==> config.mk <==
export PLATFORM = sky130hd
export DESIGN_NAME = lg_ir_frame_decoder_flat
export DESIGN_NICKNAME = d
export VERILOG_FILES = /design/src/hdl/lgir_pkg.sv /design/src/hdl/lgir_pair_if.sv /design/src/hdl/lgir_result_if.sv /design/src/hdl/lg_ir_frame_decoder.sv /design/src/flat_wrapper.sv
export SDC_FILE = /design/constraint.sdc
export NUM_CORES = 2
export LEC_CHECK = 0
export BUFFER_PORTS_ARGS = -buffer_cell sky130_fd_sc_hd__buf_2
export CORE_MARGIN = 1
export CORE_UTILIZATION = 49
export DETAILED_ROUTE_END_ITERATION = 10
export PLACE_DENSITY = 0.63
export SLEW_MARGIN = 20
export SYNTH_ARGS = -nofsm -noshare
export SYNTH_HDL_FRONTEND = slang
export SYNTH_SLANG_ARGS = --single-unit
==> constraint.sdc <==
create_clock -name clk -period 8 [get_ports clk]
set_clock_uncertainty 0.1 [all_clocks]
set_input_delay 2 -clock clk [delete_from_list [all_inputs] [get_ports clk]]
set_output_delay 2 -clock clk [all_outputs]
set_load 0.01 [all_outputs]
==> src/hdl/lgir_pkg.sv <==
`timescale 1ns / 1ps

package lgir_pkg;

	// Field widths
	localparam int unsigned DUR_W  = 16;
	localparam int unsigned CODE_W = 32;
	localparam int unsigned BITS_W = 6;
	localparam int unsigned TOL_W  = 7;

	// Register map, word index taken from paddr[3:2]
	localparam int unsigned ADDR_W = 4;
	typedef enum logic [1:0] {
		REG_TOLERANCE = 2'd0,
		REG_EXP_CODE  = 2'd1,
		REG_EXP_BITS  = 2'd2,
		REG_UNUSED    = 2'd3
	} reg_idx_t;

	// Register reset values
	localparam logic [TOL_W-1:0]  TOL_RESET       = 7'd25;
	localparam logic [TOL_W-1:0]  TOL_MAX         = 7'd100;
	localparam logic [CODE_W-1:0] EXP_CODE_RESET  = 32'd0;
	localparam logic [BITS_W-1:0] EXP_BITS_RESET  = 6'd32;

	// Frame lengths
	localparam logic [BITS_W-1:0] SHORT_FRAME = 6'd28;
	localparam logic [BITS_W-1:0] FULL_FRAME  = 6'd32;

	// Timing windows, one per nominal duration
	localparam int unsigned NUM_WIN = 5;
	localparam int unsigned WIN_HDR_MARK   = 0;
	localparam int unsigned WIN_HDR_SPACE  = 1;
	localparam int unsigned WIN_BIT_MARK   = 2;
	localparam int unsigned WIN_ONE_SPACE  = 3;
	localparam int unsigned WIN_ZERO_SPACE = 4;

	localparam int unsigned NOM_W = 14;
	localparam logic [NOM_W-1:0] NOMINAL [NUM_WIN] = '{
		14'd8000, 14'd4000, 14'd600, 14'd1600, 14'd550
	};

	// Scaled nominal (percent * nominal) fits 21 bits: 200 * 8000 < 2**21
	localparam int unsigned PCT_W  = 8;
	localparam int unsigned PROD_W = 21;
	// floor(x / 100) == (x * RECIP) >> RECIP_SHIFT for every x below 1.86e6
	localparam logic [PROD_W-1:0] RECIP       = 21'd1342178;
	localparam int unsigned       RECIP_SHIFT = 27;

	typedef logic [PROD_W-1:0] prod_t;
	typedef logic [DUR_W-1:0]  bound_t;

	typedef struct packed {
		bound_t lo;
		bound_t hi;
	} window_t;

	// Percent times nominal duration
	function automatic prod_t scale_nom(logic [PCT_W-1:0] pct, logic [NOM_W-1:0] nom);
		logic [PROD_W-1:0] a;
		logic [PROD_W-1:0] b;
		a = {{(PROD_W-PCT_W){1'b0}}, pct};
		b = {{(PROD_W-NOM_W){1'b0}}, nom};
		return PROD_W'(a * b);
	endfunction

	// Divide a scaled duration by one hundred through the reciprocal
	function automatic bound_t div100(prod_t p);
		logic [2*PROD_W-1:0] full;
		full = {{PROD_W{1'b0}}, p} * {{PROD_W{1'b0}}, RECIP};
		return DUR_W'(full >> RECIP_SHIFT);
	endfunction

	// Measured duration inside an inclusive window
	function automatic logic in_window(logic [DUR_W-1:0] d, window_t w);
		return (d >= w.lo) && (d <= w.hi);
	endfunction

endpackage

==> src/hdl/lgir_pair_if.sv <==
`timescale 1ns / 1ps

interface lgir_pair_if;
	logic        valid;
	logic        ready;
	logic [15:0] mark_us;
	logic [15:0] space_us;
	logic        burst_start;

	modport source (output valid, output mark_us, output space_us, output burst_start,
		input ready);
	modport sink (input valid, input mark_us, input space_us, input burst_start,
		output ready);
endinterface

==> src/hdl/lgir_result_if.sv <==
`timescale 1ns / 1ps

interface lgir_result_if;
	logic        valid;
	logic        ready;
	logic        frame_ok;
	logic [31:0] received_code;
	logic [5:0]  received_bits;
	logic        code_matches;

	modport source (output valid, output frame_ok, output received_code,
		output received_bits, output code_matches, input ready);
	modport sink (input valid, input frame_ok, input received_code,
		input received_bits, input code_matches, output ready);
endinterface

==> src/hdl/lg_ir_frame_decoder.sv <==
`timescale 1ns / 1ps

// LG infrared frame decoder.
// pairs:   one mark/space duration pair per transfer; burst_start flags the
//          header pair of a new burst and restarts decoding.
// results: one transfer per finished frame or rejected header, carrying
//          frame_ok, received_code, received_bits and code_matches.
// APB:     tolerance_pct at 0x0, expected_code at 0x4, expected_bits at 0x8;
//          pready is tied high, writes complete in the access cycle.
// Path:    a pair is captured in the input register and, once the result slot
//          is free or being emptied, decoded into the result register, from
//          which the result is offered.
// Throughput: one pair per cycle unless a result waits untaken; a decode is a
//          single pass of window compares and a shift, and the output register
//          frees its slot in the same cycle the sink takes the pending result.
// Reset:   tolerance 25 percent, expected code 0, expected bits 32, decoder
//          idle and waiting for a burst start, no result pending.
// Stall:   while a result waits, the input register holds one pair and then
//          pairs.ready drops until the sink takes the result.
// On a tolerance write the scaled nominals are registered first and the
// windows from them after that, so a pair right after a write may see old ones.

module lg_ir_frame_decoder (
	input  logic                 clk,
	input  logic                 arst_n,
	input  logic                 psel,
	input  logic                 penable,
	input  logic                 pwrite,
	input  logic [3:0]           paddr,
	input  logic [31:0]          pwdata,
	output logic [31:0]          prdata,
	output logic                 pready,
	lgir_pair_if.sink            pairs,
	lgir_result_if.source        results
);
	import lgir_pkg::*;

	typedef enum logic {
		PH_IDLE,
		PH_DECODE
	} phase_t;

	// Configuration registers
	logic [TOL_W-1:0]  tol_q;
	logic [CODE_W-1:0] exp_code_q;
	logic [BITS_W-1:0] exp_bits_q;

	// Scaled nominals and the resulting windows
	prod_t   prod_lo_q [NUM_WIN];
	prod_t   prod_hi_q [NUM_WIN];
	window_t win_q     [NUM_WIN];

	logic              cfg_wr;
	reg_idx_t          cfg_idx;
	logic [TOL_W-1:0]  tol_clamp;
	logic [PCT_W-1:0]  pct_lo;
	logic [PCT_W-1:0]  pct_hi;

	// Input register
	logic              valid_s1;
	logic [DUR_W-1:0]  mark_s1;
	logic [DUR_W-1:0]  space_s1;
	logic              start_s1;

	// Decoder state
	phase_t            phase_q;
	logic [CODE_W-1:0] shift_q;
	logic [BITS_W-1:0] count_q;

	// Result register
	logic              out_valid_q;
	logic              ok_q;
	logic [CODE_W-1:0] code_q;
	logic [BITS_W-1:0] bits_q;
	logic              match_q;

	// Next-state values
	phase_t            phase_d;
	logic [CODE_W-1:0] shift_d;
	logic [BITS_W-1:0] count_d;
	logic              emit;
	logic              ok_d;
	logic [CODE_W-1:0] code_d;
	logic [BITS_W-1:0] bits_d;
	logic              match_d;

	logic              hdr_hit;
	logic              one_hit;
	logic              zero_hit;
	logic              advance;
	logic              in_ready;

	// APB decode
	assign pready  = 1'b1;
	assign cfg_wr  = psel && penable && pwrite;
	assign cfg_idx = reg_idx_t'(paddr[3:2]);

	always_comb begin
		unique case (cfg_idx)
			REG_TOLERANCE: prdata = {{(32-TOL_W){1'b0}}, tol_q};
			REG_EXP_CODE:  prdata = exp_code_q;
			REG_EXP_BITS:  prdata = {{(32-BITS_W){1'b0}}, exp_bits_q};
			default:       prdata = 32'd0;
		endcase
	end

	// Clamp the tolerance and form the two percent factors
	assign tol_clamp = (pwdata[TOL_W-1:0] > TOL_MAX) ? TOL_MAX : pwdata[TOL_W-1:0];
	assign pct_lo    = {1'b0, TOL_MAX} - {1'b0, tol_clamp};
	assign pct_hi    = {1'b0, TOL_MAX} + {1'b0, tol_clamp};

	// Hold configuration, scale nominals on a tolerance write, then divide
	always_ff @(posedge clk or negedge arst_n) begin
		if (!arst_n) begin
			tol_q      <= TOL_RESET;
			exp_code_q <= EXP_CODE_RESET;
			exp_bits_q <= EXP_BITS_RESET;
			for (int i = 0; i < NUM_WIN; i++) begin
				prod_lo_q[i] <= scale_nom(PCT_W'(TOL_MAX - TOL_RESET), NOMINAL[i]);
				prod_hi_q[i] <= scale_nom(PCT_W'(TOL_MAX + TOL_RESET), NOMINAL[i]);
				win_q[i].lo  <= div100(scale_nom(PCT_W'(TOL_MAX - TOL_RESET), NOMINAL[i]));
				win_q[i].hi  <= div100(scale_nom(PCT_W'(TOL_MAX + TOL_RESET), NOMINAL[i]));
			end
		end else begin
			if (cfg_wr) begin
				unique case (cfg_idx)
					REG_TOLERANCE: begin
						tol_q <= pwdata[TOL_W-1:0];
						for (int i = 0; i < NUM_WIN; i++) begin
							prod_lo_q[i] <= scale_nom(pct_lo, NOMINAL[i]);
							prod_hi_q[i] <= scale_nom(pct_hi, NOMINAL[i]);
						end
					end
					REG_EXP_CODE: exp_code_q <= pwdata[CODE_W-1:0];
					REG_EXP_BITS: exp_bits_q <= pwdata[BITS_W-1:0];
					default: ;
				endcase
			end
			for (int i = 0; i < NUM_WIN; i++) begin
				win_q[i].lo <= div100(prod_lo_q[i]);
				win_q[i].hi <= div100(prod_hi_q[i]);
			end
		end
	end

	// Handshake: decode a pair when the result slot is free or being emptied
	assign advance      = valid_s1 && (!out_valid_q || results.ready);
	assign in_ready     = !valid_s1 || advance;
	assign pairs.ready  = in_ready;

	// Capture incoming pairs
	always_ff @(posedge clk or negedge arst_n) begin
		if (!arst_n) begin
			valid_s1 <= 1'b0;
		end else if (in_ready) begin
			valid_s1 <= pairs.valid;
		end
	end

	always_ff @(posedge clk) begin
		if (in_ready && pairs.valid) begin
			mark_s1  <= pairs.mark_us;
			space_s1 <= pairs.space_us;
			start_s1 <= pairs.burst_start;
		end
	end

	// Classify the pair
	assign hdr_hit  = in_window(mark_s1, win_q[WIN_HDR_MARK])
		&& in_window(space_s1, win_q[WIN_HDR_SPACE]);
	assign one_hit  = in_window(mark_s1, win_q[WIN_BIT_MARK])
		&& in_window(space_s1, win_q[WIN_ONE_SPACE]);
	assign zero_hit = in_window(mark_s1, win_q[WIN_BIT_MARK])
		&& in_window(space_s1, win_q[WIN_ZERO_SPACE]);

	// Decode step: header check, shift a bit, or close the frame
	always_comb begin
		phase_d = phase_q;
		shift_d = shift_q;
		count_d = count_q;
		emit    = 1'b0;
		ok_d    = 1'b0;
		code_d  = shift_q;
		bits_d  = count_q;
		if (start_s1) begin
			shift_d = '0;
			count_d = '0;
			if (hdr_hit) begin
				phase_d = PH_DECODE;
			end else begin
				phase_d = PH_IDLE;
				emit    = 1'b1;
				code_d  = '0;
				bits_d  = '0;
			end
		end else if (phase_q == PH_DECODE) begin
			if (one_hit || zero_hit) begin
				shift_d = {shift_q[CODE_W-2:0], one_hit};
				count_d = count_q + 1'b1;
				if (count_d >= FULL_FRAME) begin
					phase_d = PH_IDLE;
					emit    = 1'b1;
					ok_d    = 1'b1;
					code_d  = shift_d;
					bits_d  = count_d;
				end
			end else begin
				phase_d = PH_IDLE;
				emit    = 1'b1;
				ok_d    = (count_q == SHORT_FRAME);
			end
		end
		match_d = ok_d && (code_d == exp_code_q) && (bits_d == exp_bits_q);
	end

	// Decoder state and result register
	always_ff @(posedge clk or negedge arst_n) begin
		if (!arst_n) begin
			phase_q     <= PH_IDLE;
			shift_q     <= '0;
			count_q     <= '0;
			out_valid_q <= 1'b0;
		end else begin
			if (advance) begin
				phase_q     <= phase_d;
				shift_q     <= shift_d;
				count_q     <= count_d;
				out_valid_q <= emit;
			end else if (results.ready) begin
				out_valid_q <= 1'b0;
			end
		end
	end

	always_ff @(posedge clk) begin
		if (advance && emit) begin
			ok_q    <= ok_d;
			code_q  <= code_d;
			bits_q  <= bits_d;
			match_q <= match_d;
		end
	end

	assign results.valid         = out_valid_q;
	assign results.frame_ok      = ok_q;
	assign results.received_code = code_q;
	assign results.received_bits = bits_q;
	assign results.code_matches  = match_q;

endmodule

==> src/flat_wrapper.sv <==
// flat-port wrapper written by rule: the top's interface ports become plain ports
module lg_ir_frame_decoder_flat import lgir_pkg::*;
  (clk, arst_n, psel, penable, pwrite, paddr, pwdata, prdata, pready, pairs_valid, pairs_mark_us, pairs_space_us, pairs_burst_start, pairs_ready, results_valid, results_frame_ok, results_received_code, results_received_bits, results_code_matches, results_ready);
  lgir_pair_if pairs_i ();
  lgir_result_if results_i ();
  input  logic clk;
  input  logic arst_n;
  input  logic psel;
  input  logic penable;
  input  logic pwrite;
  input  logic [3:0] paddr;
  input  logic [31:0] pwdata;
  output logic [31:0] prdata;
  output logic pready;
  input wire logic [$bits(pairs_i.valid)-1:0] pairs_valid;
  input wire logic [$bits(pairs_i.mark_us)-1:0] pairs_mark_us;
  input wire logic [$bits(pairs_i.space_us)-1:0] pairs_space_us;
  input wire logic [$bits(pairs_i.burst_start)-1:0] pairs_burst_start;
  output wire logic [$bits(pairs_i.ready)-1:0] pairs_ready;
  output wire logic [$bits(results_i.valid)-1:0] results_valid;
  output wire logic [$bits(results_i.frame_ok)-1:0] results_frame_ok;
  output wire logic [$bits(results_i.received_code)-1:0] results_received_code;
  output wire logic [$bits(results_i.received_bits)-1:0] results_received_bits;
  output wire logic [$bits(results_i.code_matches)-1:0] results_code_matches;
  input wire logic [$bits(results_i.ready)-1:0] results_ready;
  assign pairs_i.valid = pairs_valid;
  assign pairs_i.mark_us = pairs_mark_us;
  assign pairs_i.space_us = pairs_space_us;
  assign pairs_i.burst_start = pairs_burst_start;
  assign pairs_ready = pairs_i.ready;
  assign results_valid = results_i.valid;
  assign results_frame_ok = results_i.frame_ok;
  assign results_received_code = results_i.received_code;
  assign results_received_bits = results_i.received_bits;
  assign results_code_matches = results_i.code_matches;
  assign results_i.ready = results_ready;
  lg_ir_frame_decoder u_core (.clk(clk), .arst_n(arst_n), .psel(psel), .penable(penable), .pwrite(pwrite), .paddr(paddr), .pwdata(pwdata), .prdata(prdata), .pready(pready), .pairs(pairs_i), .results(results_i));
endmodule
### Word level (Yosys, flattened, before mapping)

Cells that the tools add are included.
Widths: inputs -> output; s select.

| storage, ports and cells | value |
|---|---|
| flip-flop bits (word level) | 459 |
| latch bits | 0 |
| bits in writable memories | 0 |
| bits in read-only memories | 0 |
| input port bits | 76 |
| output and inout port bits | 75 |
| memories kept | 0 |

| cells by class | value |
|---|---|
| add/sub/neg operators | 3 |
| multipliers | 20 |
| div/mod/pow operators | 0 |
| $lt $le $gt $ge | 12 |
| eq/ne operators | 5 |
| shift-type cells | 0 |
| multiplexer cells | 33 |
| bitwise gates (word level) | 0 |
| reduce and logical (&&, ||, !) cells | 28 |

Operators with widths:

| operator | count |
|---|---|
| $mux 32 | 8 |
| $mul 15x20->35 const B | 6 |
| $pmux 32 s3 | 1 |
| $mul 8x7->15 const B | 6 |
| $ge 16x15->1 | 5 |
| $le 16x15->1 | 5 |
| $mul 17x20->37 const B | 2 |
| $mul 13x20->33 const B | 2 |
| $mux 6 | 8 |
| $mul 8x9->17 const B | 2 |
| $eq 32x32->1 | 1 |
| $mul 8x5->13 const B | 2 |
| $logic_and 1x1->1 | 15 |
| $mux 1 | 15 |
| $add 7x7->8 const A | 1 |
| $sub 7x7->8 const A | 1 |
| $gt 7x7->1 const B | 1 |
| $mux 7 | 1 |
| $add 6x1->6 const B | 1 |
| $eq 6x5->1 const B | 1 |
| $eq 6x6->1 | 1 |
| $ge 6x6->1 const B | 1 |
| $reduce_and 2->1 | 3 |
| $reduce_bool 2->1 | 3 |
| 6 further kinds | 9 |

### Longest topological paths before layout

| logic depth | value |
|---|---|
| depth in word-level cells | 10 |
| gate-level depth with buffers | 29 |

### Worst setup path after synthesis

No wires, ideal clock.

| timing path | value |
|---|---|
| kind | input to register |
| start | input port pwdata[6] |
| end | register u_core.prod_lo_q[16] (netlist bit) |
| library setup time | 133 ps |
| data arrival time | 8,009 ps |
| path slack | -242 ps |
| cell stages on the path | 28 |
| cells stage by stage | clkbuf_1 -> nand2_1 -> nor2_1 -> nor2_1 -> ha_1 -> a21oi_1 -> o21ai_0 -> inv_1 -> o21ai_0 -> ha_1 -> ha_1 -> ha_1 -> inv_1 -> fa_1 -> inv_1 -> ha_1 -> and3b_1 -> o21a_1 -> o21ai_0 -> nand2b_1 -> a21o_1 -> a21o_1 -> a21o_1 -> nand2_1 -> o21bai_1 -> a21oi_1 -> xnor2_1 -> o21ai_0 |

| on the way | value |
|---|---|
| word-level cells in the longest chain between the ends | 4 |

Ends and longest elaborated chain:

| item | line | text |
|---|---|---|
| start: declaration | flat_wrapper.sv:12 | `input logic [31:0] pwdata;` |
| $gt 7x7->1 | lg_ir_frame_decoder.sv:108 | `assign tol_clamp = (pwdata[TOL_W-1:0] > TOL_MAX) ? TOL_MAX : pwdata[TOL_W-1:0];` |
| $mux 7 (*) | lg_ir_frame_decoder.sv:108 |  |
| $sub 7x7->8 (*) | lg_ir_frame_decoder.sv:109 | `assign pct_lo = {1'b0, TOL_MAX} - {1'b0, tol_clamp};` |
| $mul 8x9->17 (*) | lgir_pkg.sv:64 | `return PROD_W'(a * b);` |
| end signal: indexed assignment | lg_ir_frame_decoder.sv:119 | `prod_lo_q[i] <= scale_nom(PCT_W'(TOL_MAX - TOL_RESET), NOMINAL[i]);` |
| end signal: indexed assignment | lg_ir_frame_decoder.sv:130 | `prod_lo_q[i] <= scale_nom(pct_lo, NOMINAL[i]);` |
| end: declaration | lg_ir_frame_decoder.sv:49 | `prod_t prod_lo_q [NUM_WIN];` |

Every way passes the cells marked *; elsewhere a longest branch is shown, timed or not.
A chain may end at the register's enable or synchronous reset.

==> summary.md <==
| Metric | Value |
|---|---|
| Status | `finished clean` |
| Reg2Reg Setup Slack | `~750 ps` |
| Via density | `5.25` |
| Finished Cell Area | `64600 um2` |
| Final Hold Viols | `0` |
| Synthesized instance count | `6045` |
| Placeable core region | `around 120000 um2` |
| Worst-Skew Late Latency | `640 ps` |
| Clock-pin slew on the worst setup and hold paths | `60 ps` |
| Grt ovf | `0` |
| CP Class | `flip-flop to flip-flop` |
| Fin crit share | `90.7%` |
| HP Class | `flip-flop to flip-flop` |
| EDFF count, synth | `73` |
| CTS tree | `yes` |
| Ys Warns | `0` |
| Final setup vio count | `0` |
| Root Buffer | `clkbuf_16` |
| Setup bufs post-CTS | `0` |
| Ranking of synthesized cells by area | `ha_1 28%, fa_1 27%, inv_1 9.9%` |
| Worst Hold Launch | `u_core.tol_q[3]` |
| Main synth FF type | `dfrtp_1` |
| Die area | `124000 um2` |
| Worst hold slack | `~360 ps` |
| Vias | `41400` |
| # IOs | `roughly 150` |
| CP Max Fanout | `5` |
| Htree depth | `2` |
| Initial core utilization | `49.3%` |
| Worst-Margin Slew | `approximately 1000 ps` |
| Synth cell types | `77` |
| Pre-CTS setup slack | `332 ps` |
| Gr usage total | `25.1%` |
| CTS resizes | `0` |
| Fin. max-slew vios | `0` |
| WP buf/inv | `5` |
| Vias in the first global route | `43300` |
| First DRT Iteration DRCs | `2228` |
| Share of the synthesized area in the top cell type | `28.3%` |
| Hold buffer count at cts | `0` |
| Most common cell after layout, fill and taps aside | `inv_1` |
| Die X | `352 um` |
| Worst setup margin | `746 ps` |
| Cell Area, Synth | `60000 um2` |
| DR pass1 iterations | `5` |
| CP max stage delay | `620 ps` |
| Hold path cells | `2` |
| First-pass GRT wire length | `roughly 240 mm` |
| ANT nets after route | `0` |
| Fmax | `between 100 and 150 MHz` |
| DRC | `0` |
| Reg2reg end | `u_core.win_q[158]` |
| Arrival time worst endpoint | `7600 ps` |
| Hpwl dp | `128 mm` |
| RSZ-0062 raised after global routing | `false` |
| Final WL | `151 mm` |
| Clock buffer depth | `3` |
| Antenna violations before repair | `10` |
| CP Capture Type | `flip-flop` |
| Crit-path slowest cell | `fa_1` |
| Critical path, cell by cell | `inv_1 -> fa_1 -> inv_1 -> ha_1 -> fa_1 -> fa_1 -> inv_1 -> fa_1 -> inv_1 -> fa_1 -> ha_1 -> a21o_1 -> a21oi_1 -> a2111oi_0 -> buf_4 -> nor3_1 -> a311oi_1 -> a211oi_1 -> o21ai_0 -> a31o_2 -> a21oi_1 -> o21bai_1 -> xnor2_1` |
| Layout Area Growth over Synthesis | `7.58%` |
| Max-cap viol count | `0` |
| Setup TNS | `0 ps` |
| Hold Crit Endpoint | `u_core.tol_q[3]` |
| Most frequent cells in the layout | `1580 x inv_1, 1358 x ha_1, 801 x fa_1` |
| Path depth of the worst reg2reg path | `23` |
| GP Congestion | `0.956` |
| Syn avg cell area | `between 9 and 10 um2` |
| Max-slew headroom | `29.1%` |
| Mapped Nets | `8280` |
| Register area share after synthesis | `between 10% and 20%` |
| Total CTS buffers | `46` |
| CTS sink count | `367` |
| Required time worst endpoint | `8340 ps` |
| Fillers | `11100` |
| Chip height | `352 um` |
| Final min period | `7250 ps` |
| Most used cell, CP | `fa_1` |
| DR WL/cell | `19.1 um` |
| Post-synthesis async set-or-reset flop share | `80.1%` |
| FF+latch count, synth | `367` |
| Area post-placement | `63000 um2` |
| Layout cell share with drive strength beyond 1 | `under 10%` |
| Final nets | `8453` |
| Placement Rows | `~130` |
| Crit-path leading delay family | `adder cells` |
| Largest area contributor in the netlist | `ha_1` |
| Largest net degree at the start of global routing | `112` |
| PortBufs | `147` |
| FF-to-FF Start | `u_core.prod_hi_q[46]` |
| Worst setup SP type | `flip-flop` |
logic make-up after synthesis:
group	synth area share (%)
xor+xnor	2.64
flops	16.1
other cells	0.00625
buf+inv	10.4
simple gates	6.23
compound gates	8.61
fa+ha+maj	55.0
mux	0.955
worst register-to-register path, delay by kind of cell, from the launching register on:
kind	cells	cell delay [ps]
compound gates	9	2010
xor+xnor	1	370
fa+ha+maj	7	3270
buf+inv	5	580
flops	1	560
simple gates	1	190
metal layers:
metal	wire, um	vias to the layer above	GRT usage (%)
met4	4020	4	6.24
met3	7610	201	2.96
met2	70300	872	41.4
met5	24	-	0
li1	-	19800	-
met1	69000	20500	35.0
flip-flops by register name (all words and copies together) (netlist names):
register / cells
u_core.results.valid: 1
u_core.mark_s1: 16
u_core.space_s1: 16
u_core.results.code_matches: 1
u_core.start_s1: 1
u_core.shift_q: 32
u_core.results.received_code: 32
u_core.results.frame_ok: 1
u_core.prod_hi_q: 53
u_core.prod_lo_q: 51
u_core.results.received_bits: 6
u_core.count_q: 6
u_core.valid_s1: 1
u_core.exp_code_q: 32
u_core.win_q: 104
u_core.exp_bits_q: 6
u_core.phase_q: 1
u_core.tol_q: 7
synthesized netlist by cell type (all sizes together) (26+ instances only):
cell type,count
dfstp,95
ha,1358
dfrtp,199
mux2i,28
mux2,26
nor3,55
xnor2,129
a21oi,188
nand4,33
clkbuf,63
edfxtp,73
inv,1580
o31ai,38
o22ai,30
nor2b,31
nand2,313
a21o,78
o21bai,35
nor2,169
nand3,52
fa,801
o21a,33
o21ai,252
xor2,52
and2,39
area by class of cell:
cell class                      count  area (um2)  area share, %
Antenna cell                        2        5.00        0.00775
Clock inverter                     27         319          0.494
Multi-Input combinational cell   4016       44200           68.4
Timing Repair Buffer              207        1220           1.89
Tap cell                         1625        2030           3.15
Sequential cell                   367        9670           15.0
Clock buffer                       59        1230           1.91
Inverter                         1580        5930           9.18
through the flow:
stage / util, % / instances
floorplan: - / 6045
finish: 53.1 / 7883
CTS: 53.0 / 7880
global route: 53.0 / 7881
global placement: 51.8 / 7794
detailed placement: 51.8 / 7794
how the worst max path moves through the flow:
| stage | depth (start not counted) | end | start |
|---|---|---|---|
| 3_3_place_gp | 26 | u_core.prod_lo_q[104] | pwdata[3] |
| 3_5_place_dp | 26 | u_core.prod_lo_q[104] | pwdata[5] |
| 4_1_cts | 25 | u_core.win_q[73] | u_core.prod_lo_q[90] |
| 5_1_grt | 26 | u_core.win_q[158] | u_core.prod_lo_q[90] |
| 6_report | 23 | u_core.win_q[158] | u_core.prod_hi_q[46] |
| 2_1_floorplan | 25 | u_core.prod_lo_q[104] | pwdata[6] |
Power is left out: the tool's default activity adds up to more than one toggle a clock period on the data nets, which glitch-free logic cannot reach.
